<file path="src/rtl/core/blur3_pkg.sv">
// Shared types, constants and tap codes for the weighted 3x3 blur unit.
package blur3_pkg;

    localparam int MAX_SIDE        = 256;
    localparam int PIXEL_BITS      = 16;

    localparam int COORD_IN_BITS   = 8;
    localparam int PIXEL_IN_BITS   = 16;
    localparam int DRAW_BITS       = 4;
    localparam int SIDE_BITS       = 9;
    localparam int SIDE_MIN        = 2;
    localparam int SIDE_RESET      = 256;
    localparam int DRAW_MIN        = 1;
    localparam int DRAW_MAX        = 10;

    localparam int COORD_BITS      = $clog2(MAX_SIDE);
    localparam int STORE_DEPTH     = MAX_SIDE * MAX_SIDE;
    localparam int STORE_ADDR_BITS = 2 * COORD_BITS;
    localparam int SIDE_CMP_BITS   = ($clog2(MAX_SIDE + 1) > SIDE_BITS) ?
                                     $clog2(MAX_SIDE + 1) : SIDE_BITS;

    localparam int WEIGHT_BITS     = 8;
    localparam int TOTAL_BITS      = 10;
    localparam int PROD_BITS       = PIXEL_BITS + WEIGHT_BITS;
    localparam int ACC_BITS        = PIXEL_BITS + TOTAL_BITS;
    localparam int QUO_BITS        = 2 * ((PIXEL_BITS + 1) / 2);
    localparam int DIV_ITERS       = QUO_BITS / 2;
    localparam int ITER_BITS       = $clog2(DIV_ITERS);
    localparam int REM_BITS        = TOTAL_BITS;

    localparam int QUEUE_DEPTH     = 2;
    localparam int QPTR_BITS       = (QUEUE_DEPTH > 1) ? $clog2(QUEUE_DEPTH) : 1;
    localparam int QCOUNT_BITS     = $clog2(QUEUE_DEPTH + 1);

    localparam int PADDR_BITS      = 3;
    localparam int PDATA_BITS      = 32;
    localparam logic REG_IMAGE_SIDE = 1'b0;

    localparam int TAP_BITS = 4;
    localparam logic [TAP_BITS-1:0] TAP_NW = 4'd0;
    localparam logic [TAP_BITS-1:0] TAP_N  = 4'd1;
    localparam logic [TAP_BITS-1:0] TAP_NE = 4'd2;
    localparam logic [TAP_BITS-1:0] TAP_W  = 4'd3;
    localparam logic [TAP_BITS-1:0] TAP_C  = 4'd4;
    localparam logic [TAP_BITS-1:0] TAP_E  = 4'd5;
    localparam logic [TAP_BITS-1:0] TAP_SW = 4'd6;
    localparam logic [TAP_BITS-1:0] TAP_S  = 4'd7;
    localparam logic [TAP_BITS-1:0] TAP_SE = 4'd8;

    typedef enum logic [1:0] {
        OP_LOAD,
        OP_BLUR,
        OP_REJECT
    } op_kind_t;

    typedef enum logic [2:0] {
        ST_IDLE,
        ST_READ,
        ST_DRAIN,
        ST_DIV,
        ST_DONE
    } back_state_t;

    typedef struct packed {
        op_kind_t                 kind;
        logic [COORD_IN_BITS-1:0] row;
        logic [COORD_IN_BITS-1:0] col;
        logic [COORD_IN_BITS-1:0] ru;
        logic [COORD_IN_BITS-1:0] rdn;
        logic [COORD_IN_BITS-1:0] cl;
        logic [COORD_IN_BITS-1:0] cr;
        logic [PIXEL_BITS-1:0]    pixel;
        logic [WEIGHT_BITS-1:0]   w_corner;
        logic [WEIGHT_BITS-1:0]   w_edge;
        logic [WEIGHT_BITS-1:0]   w_center;
        logic [TOTAL_BITS-1:0]    total;
    } op_t;

    function automatic logic [DRAW_BITS-1:0] clamp_draw(input logic [DRAW_BITS-1:0] d);
        logic [DRAW_BITS-1:0] r;
        if (d < DRAW_BITS'(DRAW_MIN)) begin
            r = DRAW_BITS'(DRAW_MIN);
        end else if (d > DRAW_BITS'(DRAW_MAX)) begin
            r = DRAW_BITS'(DRAW_MAX);
        end else begin
            r = d;
        end
        return r;
    endfunction

endpackage

</file>
<file path="src/rtl/core/blur3_front.sv">
// Front end: accepts transactions, classifies them and queues decoded operations.
module blur3_front (
    input  logic                                 aclk,
    input  logic                                 aresetn,
    input  logic [blur3_pkg::SIDE_BITS-1:0]      side_cfg,
    input  logic                                 s_valid,
    output logic                                 s_ready,
    input  logic                                 s_kind,
    input  logic [blur3_pkg::COORD_IN_BITS-1:0]  s_row,
    input  logic [blur3_pkg::COORD_IN_BITS-1:0]  s_col,
    input  logic [blur3_pkg::PIXEL_IN_BITS-1:0]  s_pixel_value,
    input  logic [blur3_pkg::DRAW_BITS-1:0]      s_corner_draw,
    input  logic [blur3_pkg::DRAW_BITS-1:0]      s_edge_draw,
    input  logic [blur3_pkg::DRAW_BITS-1:0]      s_center_draw,
    output logic                                 q_valid,
    output blur3_pkg::op_t                       q_op,
    input  logic                                 q_pop
);
    import blur3_pkg::*;

    logic [SIDE_CMP_BITS-1:0] side_ext;
    logic [SIDE_CMP_BITS-1:0] side_eff;
    logic [SIDE_CMP_BITS-1:0] row_ext;
    logic [SIDE_CMP_BITS-1:0] col_ext;
    logic                     in_image;
    logic [WEIGHT_BITS-1:0]   w_corner;
    logic [WEIGHT_BITS-1:0]   w_edge;
    logic [WEIGHT_BITS-1:0]   w_center;
    op_t                      op_in;
    logic                     push;

    op_t                      q_mem_reg [QUEUE_DEPTH];
    logic [QPTR_BITS-1:0]     wr_ptr_reg;
    logic [QPTR_BITS-1:0]     wr_ptr_next;
    logic [QPTR_BITS-1:0]     rd_ptr_reg;
    logic [QPTR_BITS-1:0]     rd_ptr_next;
    logic [QCOUNT_BITS-1:0]   count_reg;
    logic [QCOUNT_BITS-1:0]   count_next;

    always_comb begin
        side_ext = SIDE_CMP_BITS'(side_cfg);
        if (side_ext < SIDE_CMP_BITS'(SIDE_MIN)) begin
            side_eff = SIDE_CMP_BITS'(SIDE_MIN);
        end else if (side_ext > SIDE_CMP_BITS'(MAX_SIDE)) begin
            side_eff = SIDE_CMP_BITS'(MAX_SIDE);
        end else begin
            side_eff = side_ext;
        end
        row_ext  = SIDE_CMP_BITS'(s_row);
        col_ext  = SIDE_CMP_BITS'(s_col);
        in_image = (row_ext < side_eff) && (col_ext < side_eff);

        w_corner = WEIGHT_BITS'(clamp_draw(s_corner_draw)) << 2;
        w_edge   = WEIGHT_BITS'(clamp_draw(s_edge_draw)) << 3;
        w_center = WEIGHT_BITS'(clamp_draw(s_center_draw)) << 4;

        op_in.row      = s_row;
        op_in.col      = s_col;
        op_in.ru       = (s_row != '0) ? s_row - COORD_IN_BITS'(1) : s_row;
        op_in.rdn      = ((row_ext + SIDE_CMP_BITS'(1)) < side_eff) ?
                         s_row + COORD_IN_BITS'(1) : s_row;
        op_in.cl       = (s_col != '0) ? s_col - COORD_IN_BITS'(1) : s_col;
        op_in.cr       = ((col_ext + SIDE_CMP_BITS'(1)) < side_eff) ?
                         s_col + COORD_IN_BITS'(1) : s_col;
        op_in.pixel    = PIXEL_BITS'(s_pixel_value);
        op_in.w_corner = w_corner;
        op_in.w_edge   = w_edge;
        op_in.w_center = w_center;
        op_in.total    = (TOTAL_BITS'(w_corner) << 2) + (TOTAL_BITS'(w_edge) << 2)
                       + TOTAL_BITS'(w_center);
        if (!s_kind) begin
            op_in.kind = OP_LOAD;
        end else if (in_image) begin
            op_in.kind = OP_BLUR;
        end else begin
            op_in.kind = OP_REJECT;
        end
    end

    // drop loads outside the image
    assign s_ready = (count_reg < QCOUNT_BITS'(QUEUE_DEPTH));
    assign push    = s_valid && s_ready && (s_kind || in_image);
    assign q_valid = (count_reg != '0);
    assign q_op    = q_mem_reg[rd_ptr_reg];

    always_comb begin
        wr_ptr_next = wr_ptr_reg;
        rd_ptr_next = rd_ptr_reg;
        if (push) begin
            wr_ptr_next = (wr_ptr_reg == QPTR_BITS'(QUEUE_DEPTH - 1)) ?
                          '0 : wr_ptr_reg + QPTR_BITS'(1);
        end
        if (q_pop) begin
            rd_ptr_next = (rd_ptr_reg == QPTR_BITS'(QUEUE_DEPTH - 1)) ?
                          '0 : rd_ptr_reg + QPTR_BITS'(1);
        end
        count_next  = count_reg + QCOUNT_BITS'(push) - QCOUNT_BITS'(q_pop);
    end

    always_ff @(posedge aclk) begin
        if (!aresetn) begin
            wr_ptr_reg <= '0;
            rd_ptr_reg <= '0;
            count_reg  <= '0;
        end else begin
            wr_ptr_reg <= wr_ptr_next;
            rd_ptr_reg <= rd_ptr_next;
            count_reg  <= count_next;
        end
    end

    always_ff @(posedge aclk) begin
        if (push) begin
            q_mem_reg[wr_ptr_reg] <= op_in;
        end
    end

endmodule

</file>
<file path="config.mk">
export PLATFORM = sky130hd
export DESIGN_NAME = blur3_front
export DESIGN_NICKNAME = d
export VERILOG_FILES = /design/src/rtl/core/blur3_pkg.sv /design/src/rtl/core/blur3_front.sv
export SDC_FILE = /design/constraint.sdc
export NUM_CORES = 1
export LEC_CHECK = 0
export ABC_AREA = 1
export BUFFER_PORTS_ARGS = -buffer_cell sky130_fd_sc_hd__buf_4
export CAP_MARGIN = 20
export CORE_ASPECT_RATIO = 2
export CORE_MARGIN = 1
export CORE_UTILIZATION = 35
export CTS_CLUSTER_DIAMETER = 40
export DETAILED_ROUTE_END_ITERATION = 6
export SYNTH_ARGS = -nofsm -noshare
export SYNTH_HDL_FRONTEND = slang
export SYNTH_SLANG_ARGS = --single-unit
export TNS_END_PERCENT = 30
</file>
<file path="constraint.sdc">
create_clock -name aclk -period 8.5 [get_ports aclk]
set_input_delay 0.85 -clock aclk [delete_from_list [all_inputs] [get_ports aclk]]
set_output_delay 0.85 -clock aclk [all_outputs]
set_load 0.03 [all_outputs]
</file>
Word-level counts from Yosys, hierarchy flattened
Memory sizes are Yosys's and may differ from the RTL's. A register that Yosys moved wholly into a read port is not among the register bits.
Cells that the tools add are included.
- $add $sub $neg: 12
- multiply operators: 0
- divide/modulo/power cells: 0
- order comparisons: 13
- eq/ne operators: 0
- shift operators: 0
- multiplexer cells: 20
- bitwise operators: 0
- reductions and logical operators: 7
- operators by type and width (operator ; count):
    $mux W8 ; 4
    $mux W4 ; 6
    $add A8 B1 Y9 const B ; 2
    $lt A8 B9 Y1 ; 2
    $lt A9 B9 Y1 ; 2
    $mux W9 ; 2
    $add A8 B1 Y8 const B ; 2
    $reduce_bool A8 Y1 ; 2
    $sub A8 B1 Y8 const B ; 2
    $gt A4 B4 Y1 const B ; 3
    $lt A4 B1 Y1 const B ; 3
    $add A10 B8 Y10 ; 1
    $add A8 B9 Y10 ; 1
    $gt A9 B9 Y1 const B ; 1
    $lt A9 B2 Y1 const B ; 1
    $mux W1 ; 6
    $mux W2 ; 2
    $logic_and A1 B1 Y1 ; 3
    $add A1 B1 Y1 const B ; 2
    $add A2 B1 Y2 ; 1
    $lt A2 B2 Y1 const B ; 1
    $reduce_bool A2 Y1 ; 1
    $sub A2 B1 Y2 ; 1
    $logic_or A1 B1 Y1 ; 1
- bits in registers: 4
- bits in latches: 0
- memory bits (writable): 176
- memory bits (read-only): 0
- input port bits: 58
- output and inout bits: 102
- logic and storage cells: 56
- memories: 1
- memories (memory ; words ; bits a word ; read ports ; clocked after Yosys merged registers in ; write ports ; line ; text):
    q_mem_reg ; 2 ; 88 ; 1 ; 1 ; 1 ; blur3_front.sv:32 ; op_t q_mem_reg [QUEUE_DEPTH];

Longest topological paths before layout
Gate-level depths: netlist of the first run.
- depth in word-level cells: 9
- mapped depth: 22
- depth with buffers taken out: 22

Worst setup path after synthesis of the first run
No wires, ideal clock.
- kind: input-to-reg
- start point: input side_cfg[1] in the netlist's numbering
- end point: memory q_mem_reg[0][10] in the netlist's numbering, enable pin
- setup time: 0.527 ns
- data arrival time: 6.096 ns
- data required time: 7.973 ns
- slack: 1.877 ns
- stages on the path: 15
- path buffers: 0
- path through: inv_1 -> nand2_1 -> nor2_1 -> nand3_1 -> o21ai_1 -> a21boi_0 -> ha_1 -> nand2_1 -> nor2_1 -> and2_1 -> a21oi_1 -> nand2_1 -> nand2_1 -> nand2_1 -> nor2_1
- word-level cells in the longest chain between the ends: 9
- elaborated cells between the ends (all ways): 11
- classes of those cells: 4 x order compare; 4 x mux; 3 x reduce/logical
- ends and longest elaborated chain (what ; line ; text):
    start: declaration ; blur3_front.sv:5 ; input logic [blur3_pkg::SIDE_BITS-1:0] side_cfg,
    $gt A9 B9 Y1 ; blur3_front.sv:44 ; end else if (side_ext > SIDE_CMP_BITS'(MAX_SIDE)) begin
    $mux W9 ; blur3_front.sv:44 ;
    $mux W9 (*) ; blur3_front.sv:42 ; if (side_ext < SIDE_CMP_BITS'(SIDE_MIN)) begin
    $lt A8 B9 Y1 ; blur3_front.sv:51 ; in_image = (row_ext < side_eff) && (col_ext < side_eff);
    $logic_and A1 B1 Y1 (*) ; blur3_front.sv:51 ;
    $logic_or A1 B1 Y1 (*) ; blur3_front.sv:82 ; assign push = s_valid && s_ready && (s_kind || in_image);
    $logic_and A1 B1 Y1 (*) ; blur3_front.sv:82 ;
    $mux W1 (*) ; blur3_front.sv:113 ; if (push) begin
    $mux W1 (implied by the code) (*) ; blur3_front.sv:114 ; q_mem_reg[wr_ptr_reg] <= op_in;
    end: declaration ; blur3_front.sv:32 ;
Mark *: on every way between the ends. The rest lies on a longest branch, timed or not.

Final worst setup path of the first run
- start point: input side_cfg[8] in the netlist's numbering
- end point: memory q_mem_reg[0][45] in the netlist's numbering, enable pin
Same word-level chain as after synthesis.

==> results_tabular.tex, run 1 <==
\begin{tabular}{lr}
\hline
Metric & Value \\
\hline
\multicolumn{2}{l}{\textbf{Worst setup path}} \\
Reg-to-reg endpoint & q\_mem\_reg[0][45]\$\_DFFE\_PP\_ \\
Bufs and invs on worst path & 3 \\
CP endpoint kind & flop \\
Delay of the slowest critical-path stage & 790 ps \\
Max stage delay cell, worst path & sky130\_fd\_sc\_hd\_\_buf\_4 \\
Arrival time at the worst endpoint & 4660 ps \\
Critical Path, Cell by Cell & buf\_4 -> inv\_2 -> nor2\_1 -> nand3\_1 -> o21ai\_1 -> a21boi\_0 -> ha\_1 -> nand2\_1 -> nor2\_1 -> and2\_1 -> a21oi\_1 -> nand2\_1 -> nand2\_1 -> nand2\_1 -> nor2\_4 -> buf\_4 \\
Launching point of the worst reg2reg path & count\_reg[1]\$\_SDFF\_PN0\_ \\
CP delay by family, top & simple AND/OR/NAND/NOR gates \\
Most numerous cell on the critical path & sky130\_fd\_sc\_hd\_\_nand2\_1 \\
Nature of the critical path startpoint & input port \\
Setup slack on the worst flop-to-flop path & 5970 ps \\
Worst path required time & 8570 ps \\
Worst r2r path cells & 4 \\
Setup Crit Path Kind & in -> reg \\
CP max FO & 60 \\
\multicolumn{2}{l}{\textbf{STA}} \\
Share of the clock period used by the worst path after layout & 54.0\% \\
Max-Slew Margin vs Limit & between 40\% and 50\% \\
Post-route minimum period & $\sim$4600 ps \\
Setup repair after global routing missed its margin & no \\
Hold Slack & 507 ps \\
Final Hold Vio Count & 0 \\
Slew at the pin closest to its max-slew limit & slightly below 900 ps \\
Aggregate negative setup slack & 0 ps \\
Final slew viol count & 0 \\
Maximum clock frequency & $\sim$220 MHz \\
Setup-violating endpoint count in the final report & 0 \\
Fin Clk Skew & roughly 6 ps \\
\multicolumn{2}{l}{\textbf{Floorplanning}} \\
Overall die height & 222 µm \\
Initial core utilization & 35.5\% \\
Die Area & 24800 µm² \\
Die extent in x & 112 µm \\
Core Box Area & 23700 µm² \\
\# rows & 80 \\
Num ports & 160 \\
\multicolumn{2}{l}{\textbf{CTS}} \\
Clock sink count & 173 \\
Skew-Pair Late Insertion Delay & 440 ps \\
CTS Root Buffer Type & sky130\_fd\_sc\_hd\_\_clkbuf\_16 \\
CTS HTree Levels & 4 \\
Post-CTS resize count & 0 \\
Setup bufs post-CTS & 0 \\
Clock buffer depth & 2 \\
Clock tree from TritonCTS & yes \\
CTS Buf Count & 17 \\
\# hold bufs at CTS & 0 \\
Clock-pin slew reported for the worst setup and hold paths after clock tree synthesis & roughly 60 ps \\
\multicolumn{2}{l}{\textbf{Yosys}} \\
Compound-Gate Fraction of Synth Area & 4.21\% \\
Netlist cell types & 32 \\
Ys flop type & sky130\_fd\_sc\_hd\_\_edfxtp\_1 \\
Fraction of the mapped netlist area in adder cells & 7.33\% \\
Portion of netlist area occupied by mux cells & 11.2\% \\
Post-synthesis instance area & 8430 µm² \\
Simple-Gate Fraction of Synth Area & 8.43\% \\
Combinational family with the most area after synthesis & multiplexers \\
Ys Warns & 0 \\
Portion of the post-synthesis area used by sequential elements & between 60\% and 70\% \\
Number of flip-flops and latches in the synthesized netlist & 173 \\
Fraction of synthesized cell area in xor and xnor cells & approximately 2\% \\
Proportion of register bits with asynchronous set or reset after synthesis & 0\% \\
Post-synthesis instance total & 653 \\
Syn avg cell area & 12.9 µm² \\
Count of flip-flops with a built-in enable after synthesis & 168 \\
\multicolumn{2}{l}{\textbf{Final layout}} \\
Ratio of cells with drive above 1 in the final layout & 34.4\% \\
Footprint of the multi-input gates & 2860 µm² \\
Number of fill cells & 2226 \\
Max FFs per register & 168 \\
Register cell area after layout & 5150 µm² \\
Synth-to-layout area growth & 22.8\% \\
Most common cell after layout, fill and taps aside & sky130\_fd\_sc\_hd\_\_edfxtp\_1 \\
Total inserted antenna cells & 0 \\
Commonest non-fill, non-tap cells in the layout & sky130\_fd\_sc\_hd\_\_edfxtp\_1 (168), sky130\_fd\_sc\_hd\_\_buf\_4 (146), sky130\_fd\_sc\_hd\_\_mux2\_2 (84) \\
Post-route cell area & 10400 µm² \\
Number of nets in the layout & 908 \\
\multicolumn{2}{l}{\textbf{Placed design}} \\
Routability congestion estimate from global placement & 0.832 \\
Port Buffer Count & 143 \\
Post-DP Area & 9760 µm² \\
Detail Placement HPWL & 13500 µm \\
\multicolumn{2}{l}{\textbf{Min path}} \\
Depth of the worst hold-timing path & 2 \\
Min-delay src & rd\_ptr\_reg\$\_SDFFE\_PN0P\_ \\
Class of the tightest hold or removal check & reg -> reg \\
\multicolumn{2}{l}{\textbf{Pwr}} \\
Portion of total power attributed to sequential cells & between 40\% and 50\% \\
Max rail drop VDD & 0.000110 V \\
Total net switching power & 665 µW \\
Cell leakage power & 4.16 nW \\
Switching power as a share of total power & 28.4\% \\
Comb pwr share & about a fifth \\
Internal cell power & $\sim$1.7 mW \\
Clock Power Share & 33.6\% \\
Pwr Density & 226 nW/µm² \\
\multicolumn{2}{l}{\textbf{GRT}} \\
Met3 track demand over resource in global routing & 3.75\% \\
GRT overflow & 0 \\
Wire length of the first global-routing pass & 29300 µm \\
Number of antenna violations at the first check in global routing & 0 \\
Met1 Use GR & 15.8\% \\
Tot GR Track Use & 16.2\% \\
Global-route met2 utilization & 31.3\% \\
Largest net degree at the start of global routing & 64 \\
Via count of the first global-routing pass & 5405 \\
Highest-utilization routing layer at the global route stage & met2 \\
\multicolumn{2}{l}{\textbf{Status}} \\
Failing checks & DRC \\
Status & finished with violations \\
\multicolumn{2}{l}{\textbf{Route}} \\
Initial DRT Pass Iterations & 6 \\
DRC & 9 \\
Average wire per cell in the routed design & about 17 µm \\
Remaining antenna violation count after routing & 0 \\
Violation count after the first detailed-routing iteration & 262 \\
Vias per cell & around 4.8 \\
Detailed Route WL & 19000 µm \\
Total number of vias & around 5.3k \\
\multicolumn{2}{l}{\textbf{Run}} \\
Max Cap Violations & 0 \\
\hline
\end{tabular}
worst register-to-register path, cell delays in order (launching register included):
cell	delay [ps]
sky130_fd_sc_hd__dfxtp_1	310
sky130_fd_sc_hd__nor2_1	210
sky130_fd_sc_hd__nand2_1	150
sky130_fd_sc_hd__nor2_4	640
sky130_fd_sc_hd__buf_4	800
power by group through the flow:
stage                     clock network (mW)  registers, mW  logic (mW)
after floorplan                            0           1.07       0.332
after global placement                     0           1.07       0.501
after detailed placement                   0           1.08       0.506
after CTS                              0.811           1.06       0.508
after global routing                   0.841           1.06       0.538
final                                  0.788           1.06       0.496
worst max path at each step:
stage / start / end / slack [ps] / depth (start not counted)
after global routing: side_cfg[1] / q_mem_reg[0][25]$_DFFE_PP_ / 3610 / 17
after global placement: side_cfg[1] / q_mem_reg[0][23]$_DFFE_PP_ / 3510 / 18
after detailed placement: side_cfg[1] / q_mem_reg[0][45]$_DFFE_PP_ / 3410 / 18
after CTS: side_cfg[1] / q_mem_reg[0][25]$_DFFE_PP_ / 3900 / 18
after floorplan: side_cfg[1] / q_mem_reg[0][10]$_DFFE_PP_ / 1880 / 15
final: side_cfg[8] / q_mem_reg[0][45]$_DFFE_PP_ / 3910 / 16
metal layers:
metal,part of all wire [%],up-vias
li1,-,2569
met1,35,2554
met2,58,123
met3,4.2,29
met4,2.9,0
met5,0,-
cell families (layout without fill, tap and decap cells):
group	after synthesis	in the layout
flip-flops	173	173
AND/OR/NAND/NOR	153	153
adder cells (fa/ha/maj)	47	47
buffers and inverters	108	255
other	1	16
AO/OA/AOI/OAI	68	68
multiplexers	84	84
XOR/XNOR	19	19
Yosys cell counts, types with 4 or more instances:
library cell / instances / area (µm²)
sky130_fd_sc_hd__nand3_1: 15 / 75.1
sky130_fd_sc_hd__edfxtp_1: 168 / 5040
sky130_fd_sc_hd__a21oi_1: 34 / 170
sky130_fd_sc_hd__o21ai_0: 20 / 100
sky130_fd_sc_hd__clkbuf_1: 6 / 22.5
sky130_fd_sc_hd__inv_1: 73 / 274
sky130_fd_sc_hd__buf_4: 16 / 120
sky130_fd_sc_hd__ha_1: 43 / 538
sky130_fd_sc_hd__nor3_1: 4 / 20.0
sky130_fd_sc_hd__nand4_1: 6 / 37.5
sky130_fd_sc_hd__fa_1: 4 / 80.1
sky130_fd_sc_hd__o21ai_1: 9 / 45.0
sky130_fd_sc_hd__buf_2: 6 / 30.0
sky130_fd_sc_hd__nor2_1: 43 / 161
sky130_fd_sc_hd__inv_2: 5 / 18.8
sky130_fd_sc_hd__nand2_1: 72 / 270
sky130_fd_sc_hd__mux2_2: 84 / 946
sky130_fd_sc_hd__dfxtp_1: 5 / 100
sky130_fd_sc_hd__xor2_1: 17 / 149
metrics by stage:
stage / worst slack (ps) / instances / util, % / power (mW)
after floorplan: 1880 / 668 / - / 1.40
after global placement: 3510 / 1071 / 41.1 / 1.57
after detailed placement: 3410 / 1071 / 41.1 / 1.58
after CTS: 3900 / 1102 / 43.6 / 2.38
after global routing: 3610 / 1102 / 43.6 / 2.44
final: 3910 / 1102 / 43.6 / 2.34
layout make-up:
| class | count | share of cell area [%] |
|---|---|---|
| tap | 287 | 3.47 |
| clock inverter | 14 | 1.62 |
| multi-input combinational | 387 | 27.7 |
| inverter | 78 | 2.84 |
| sequential | 173 | 49.7 |
| clock buffer | 17 | 4.11 |
| timing repair buffer | 146 | 10.6 |
Note: power is estimated with default switching activity, not from simulation.
==> run 2, diff against run 1 <==
- clock period: 8.5 -> 4.3 ns (I/O delays scaled with it)
==> results_tabular.tex, run 2 (synthesized netlist as in run 1, its figures left out) <==
\begin{tabular}{lr}
\hline
Metric & Value \\
\hline
\multicolumn{2}{l}{\textbf{Status}} \\
Failing checks & DRC (unchanged) \\
Status & finished with violations (unchanged) \\
\multicolumn{2}{l}{\textbf{Final layout}} \\
Max FFs per register & 168 (unchanged) \\
Most common cell after layout, fill and taps aside & sky130\_fd\_sc\_hd\_\_edfxtp\_1 (unchanged) \\
Ratio of cells with drive above 1 in the final layout & 35.1\% (was 34.4\%) \\
Commonest non-fill, non-tap cells in the layout & sky130\_fd\_sc\_hd\_\_edfxtp\_1 (168), sky130\_fd\_sc\_hd\_\_buf\_4 (147), sky130\_fd\_sc\_hd\_\_mux2\_2 (84) (was sky130\_fd\_sc\_hd\_\_edfxtp\_1 (168), sky130\_fd\_sc\_hd\_\_buf\_4 (146), sky130\_fd\_sc\_hd\_\_mux2\_2 (84)) \\
Number of nets in the layout & 912 (was 908) \\
Post-route cell area & 10400 µm² (about the same) \\
Synth-to-layout area growth & 23.9\% (was 22.8\%) \\
Total inserted antenna cells & 0 (unchanged) \\
Post-layout instance count excluding filler cells & 1107 (was 1102) \\
\multicolumn{2}{l}{\textbf{Worst setup path}} \\
Most numerous cell on the critical path & sky130\_fd\_sc\_hd\_\_nand2\_1 (unchanged) \\
Delay of the slowest critical-path stage & 350 ps (was 790 ps) \\
Setup Crit Path Kind & in -> reg (unchanged) \\
CP endpoint kind & flop (unchanged) \\
Critical Path, Cell by Cell & buf\_4 -> inv\_1 -> nand2\_1 -> nor2\_1 -> nand3\_1 -> o21ai\_1 -> nand2\_1 -> ha\_1 -> nand2\_1 -> inv\_1 -> a21boi\_0 -> nand2\_1 -> a21oi\_1 -> nand2\_1 -> nand2\_1 -> nand3\_1 -> clkinv\_2 -> buf\_12 (was buf\_4 -> inv\_2 -> nor2\_1 -> nand3\_1 -> o21ai\_1 -> a21boi\_0 -> ha\_1 -> nand2\_1 -> nor2\_1 -> and2\_1 -> a21oi\_1 -> nand2\_1 -> nand2\_1 -> nand2\_1 -> nor2\_4 -> buf\_4) \\
Nature of the critical path startpoint & input port (unchanged) \\
CP delay by family, top & simple AND/OR/NAND/NOR gates (unchanged) \\
Arrival time at the worst endpoint & 3330 ps (was 4660 ps) \\
Worst path required time & 4420 ps (was 8570 ps) \\
Max stage delay cell, worst path & sky130\_fd\_sc\_hd\_\_o21ai\_1 (was sky130\_fd\_sc\_hd\_\_buf\_4) \\
Bufs and invs on worst path & 5 (was 3) \\
CP max FO & 45 (was 60) \\
\multicolumn{2}{l}{\textbf{Route}} \\
Vias per cell & 4.75 (was 4.79) \\
Detailed Route WL & 18700 µm (was 19000 µm) \\
Initial DRT Pass Iterations & 7 (was 6) \\
Remaining antenna violation count after routing & 0 (unchanged) \\
Total number of vias & 5262 (was 5275) \\
DRC & 11 (was 9) \\
Violation count after the first detailed-routing iteration & 286 (was 262) \\
Average wire per cell in the routed design & 16.9 µm (was 17.2 µm) \\
\multicolumn{2}{l}{\textbf{STA}} \\
Setup repair after global routing missed its margin & no (unchanged) \\
PnR worst setup slack & 1090 ps (was 3910 ps) \\
Share of the clock period used by the worst path after layout & 74.8\% \\
Fin Clk Skew & 6.00 ps (was 5.87 ps) \\
Setup-violating endpoint count in the final report & 0 (unchanged) \\
Final Hold Vio Count & 0 (unchanged) \\
Final slew viol count & 0 (unchanged) \\
Post-route minimum period & 3210 ps \\
Max-Slew Margin vs Limit & 58.0\% (was 42.2\%) \\
Slew at the pin closest to its max-slew limit & 630 ps (was 867 ps) \\
Aggregate negative setup slack & 0 ps (unchanged) \\
Maximum clock frequency & 311 MHz \\
\multicolumn{2}{l}{\textbf{CTS}} \\
Clock tree from TritonCTS & yes (unchanged) \\
Post-CTS resize count & 0 (unchanged) \\
Skew-Pair Late Insertion Delay & 440 ps (about the same) \\
\# hold bufs at CTS & 0 (unchanged) \\
CTS Buf Count & 17 (unchanged) \\
CTS HTree Levels & 4 (unchanged) \\
Setup bufs post-CTS & 0 (unchanged) \\
Clock buffer depth & 2 (unchanged) \\
CTS Root Buffer Type & sky130\_fd\_sc\_hd\_\_clkbuf\_16 (unchanged) \\
Clock-pin slew reported for the worst setup and hold paths after clock tree synthesis & 70 ps (was 60 ps) \\
Clock sink count & 173 (unchanged) \\
\multicolumn{2}{l}{\textbf{Pwr}} \\
Cell leakage power & 4.21 nW (was 4.16 nW) \\
Max rail drop VDD & 0.000226 V (was 0.000110 V) \\
Pwr Density & 450 nW/µm² (was 226 nW/µm²) \\
\multicolumn{2}{l}{\textbf{Placed design}} \\
Post-DP Area & 9830 µm² (was 9760 µm²) \\
Routability congestion estimate from global placement & 0.818 (was 0.832) \\
Number of instances in the placed design & 1075 (was 1071) \\
Detail Placement HPWL & 13300 µm (was 13500 µm) \\
Port Buffer Count & 143 (unchanged) \\
Place WS & 601 ps (was 3410 ps) \\
\multicolumn{2}{l}{\textbf{GRT}} \\
GRT overflow & 0 (unchanged) \\
Number of antenna violations at the first check in global routing & 0 (unchanged) \\
Largest net degree at the start of global routing & 58 (was 64) \\
Tot GR Track Use & 16.0\% (was 16.2\%) \\
Via count of the first global-routing pass & 5365 (was 5405) \\
Wire length of the first global-routing pass & 29400 µm (was 29300 µm) \\
\multicolumn{2}{l}{\textbf{Min path}} \\
Class of the tightest hold or removal check & in -> reg (was reg -> reg) \\
\multicolumn{2}{l}{\textbf{Floorplanning}} \\
Num ports & 160 (unchanged) \\
Overall die height & 222 µm (unchanged) \\
Initial core utilization & 35.5\% (unchanged) \\
Die Area & 24800 µm² (unchanged) \\
Die extent in x & 112 µm (unchanged) \\
\# rows & 80 (unchanged) \\
Core Box Area & 23700 µm² (unchanged) \\
\multicolumn{2}{l}{\textbf{Run}} \\
Max Cap Violations & 0 (unchanged) \\
\hline
\end{tabular}
==> run 2: through the flow <==
stage          utilization, %  hold WS, ps  total power, mW
6_report                 44.0          168             4.70
5_1_grt                  44.0          134             4.91
4_1_cts                  44.0          136             4.78
3_3_place_gp             41.4          479             3.12
2_1_floorplan               -          463             2.77
3_5_place_dp             41.4          490             3.14
==> run 2: per-layer routing <==
layer  part of all wire, %  wire length (µm)  up-vias  global-route usage [%]
met3                   4.0               741       28                    3.66
li1                      -                 -     2576                       -
met1                    37              6950     2539                    16.8
met5                     0                 0        -                       0
met2                    56             10500      119                    29.9
met4                   2.6               478        0                    7.32
==> run 2: worst register-to-register path, stage by stage, from the launching register on <==
cell,delay (ps)
sky130_fd_sc_hd__dfxtp_1,310
sky130_fd_sc_hd__nor2_1,180
sky130_fd_sc_hd__nand3_1,150
sky130_fd_sc_hd__clkinv_2,270
sky130_fd_sc_hd__buf_12,300
==> run 2: worst paths after layout <==
kind | from | end | slack [ps] | depth (start not counted)
min | s_pixel_value[12] | q_mem_reg[0][34]$_DFFE_PP_ | 170 | 1
min reg2reg | rd_ptr_reg$_SDFFE_PN0P_ | flop | 500 | 2
max | side_cfg[1] | q_mem_reg[1][35]$_DFFE_PP_ | 1090 | 18
max reg2reg | count_reg[1]$_SDFF_PN0_ | q_mem_reg[1][35]$_DFFE_PP_ | 2710 | 4
==> run 2: where the power goes <==
group | internal, mW | switching, mW | total [mW] | leakage, nW
logic | 0.367 | 0.626 | 0.993 | 2.32
registers | 2.05 | 0.0411 | 2.09 | 1.59
clock network | 0.934 | 0.690 | 1.62 | 0.305
total | 3.35 | 1.36 | 4.70 | 4.21
==> run 2: area by class of cell <==
| class | count | area, µm² |
|---|---|---|
| clock buffer | 17 | 425 |
| timing repair buffer | 150 | 1160 |
| fill | 2160 | 13300 |
| multi-input combinational | 387 | 2860 |
| tap | 287 | 359 |
| clock inverter | 15 | 194 |
| sequential | 173 | 5150 |
| inverter | 78 | 294 |
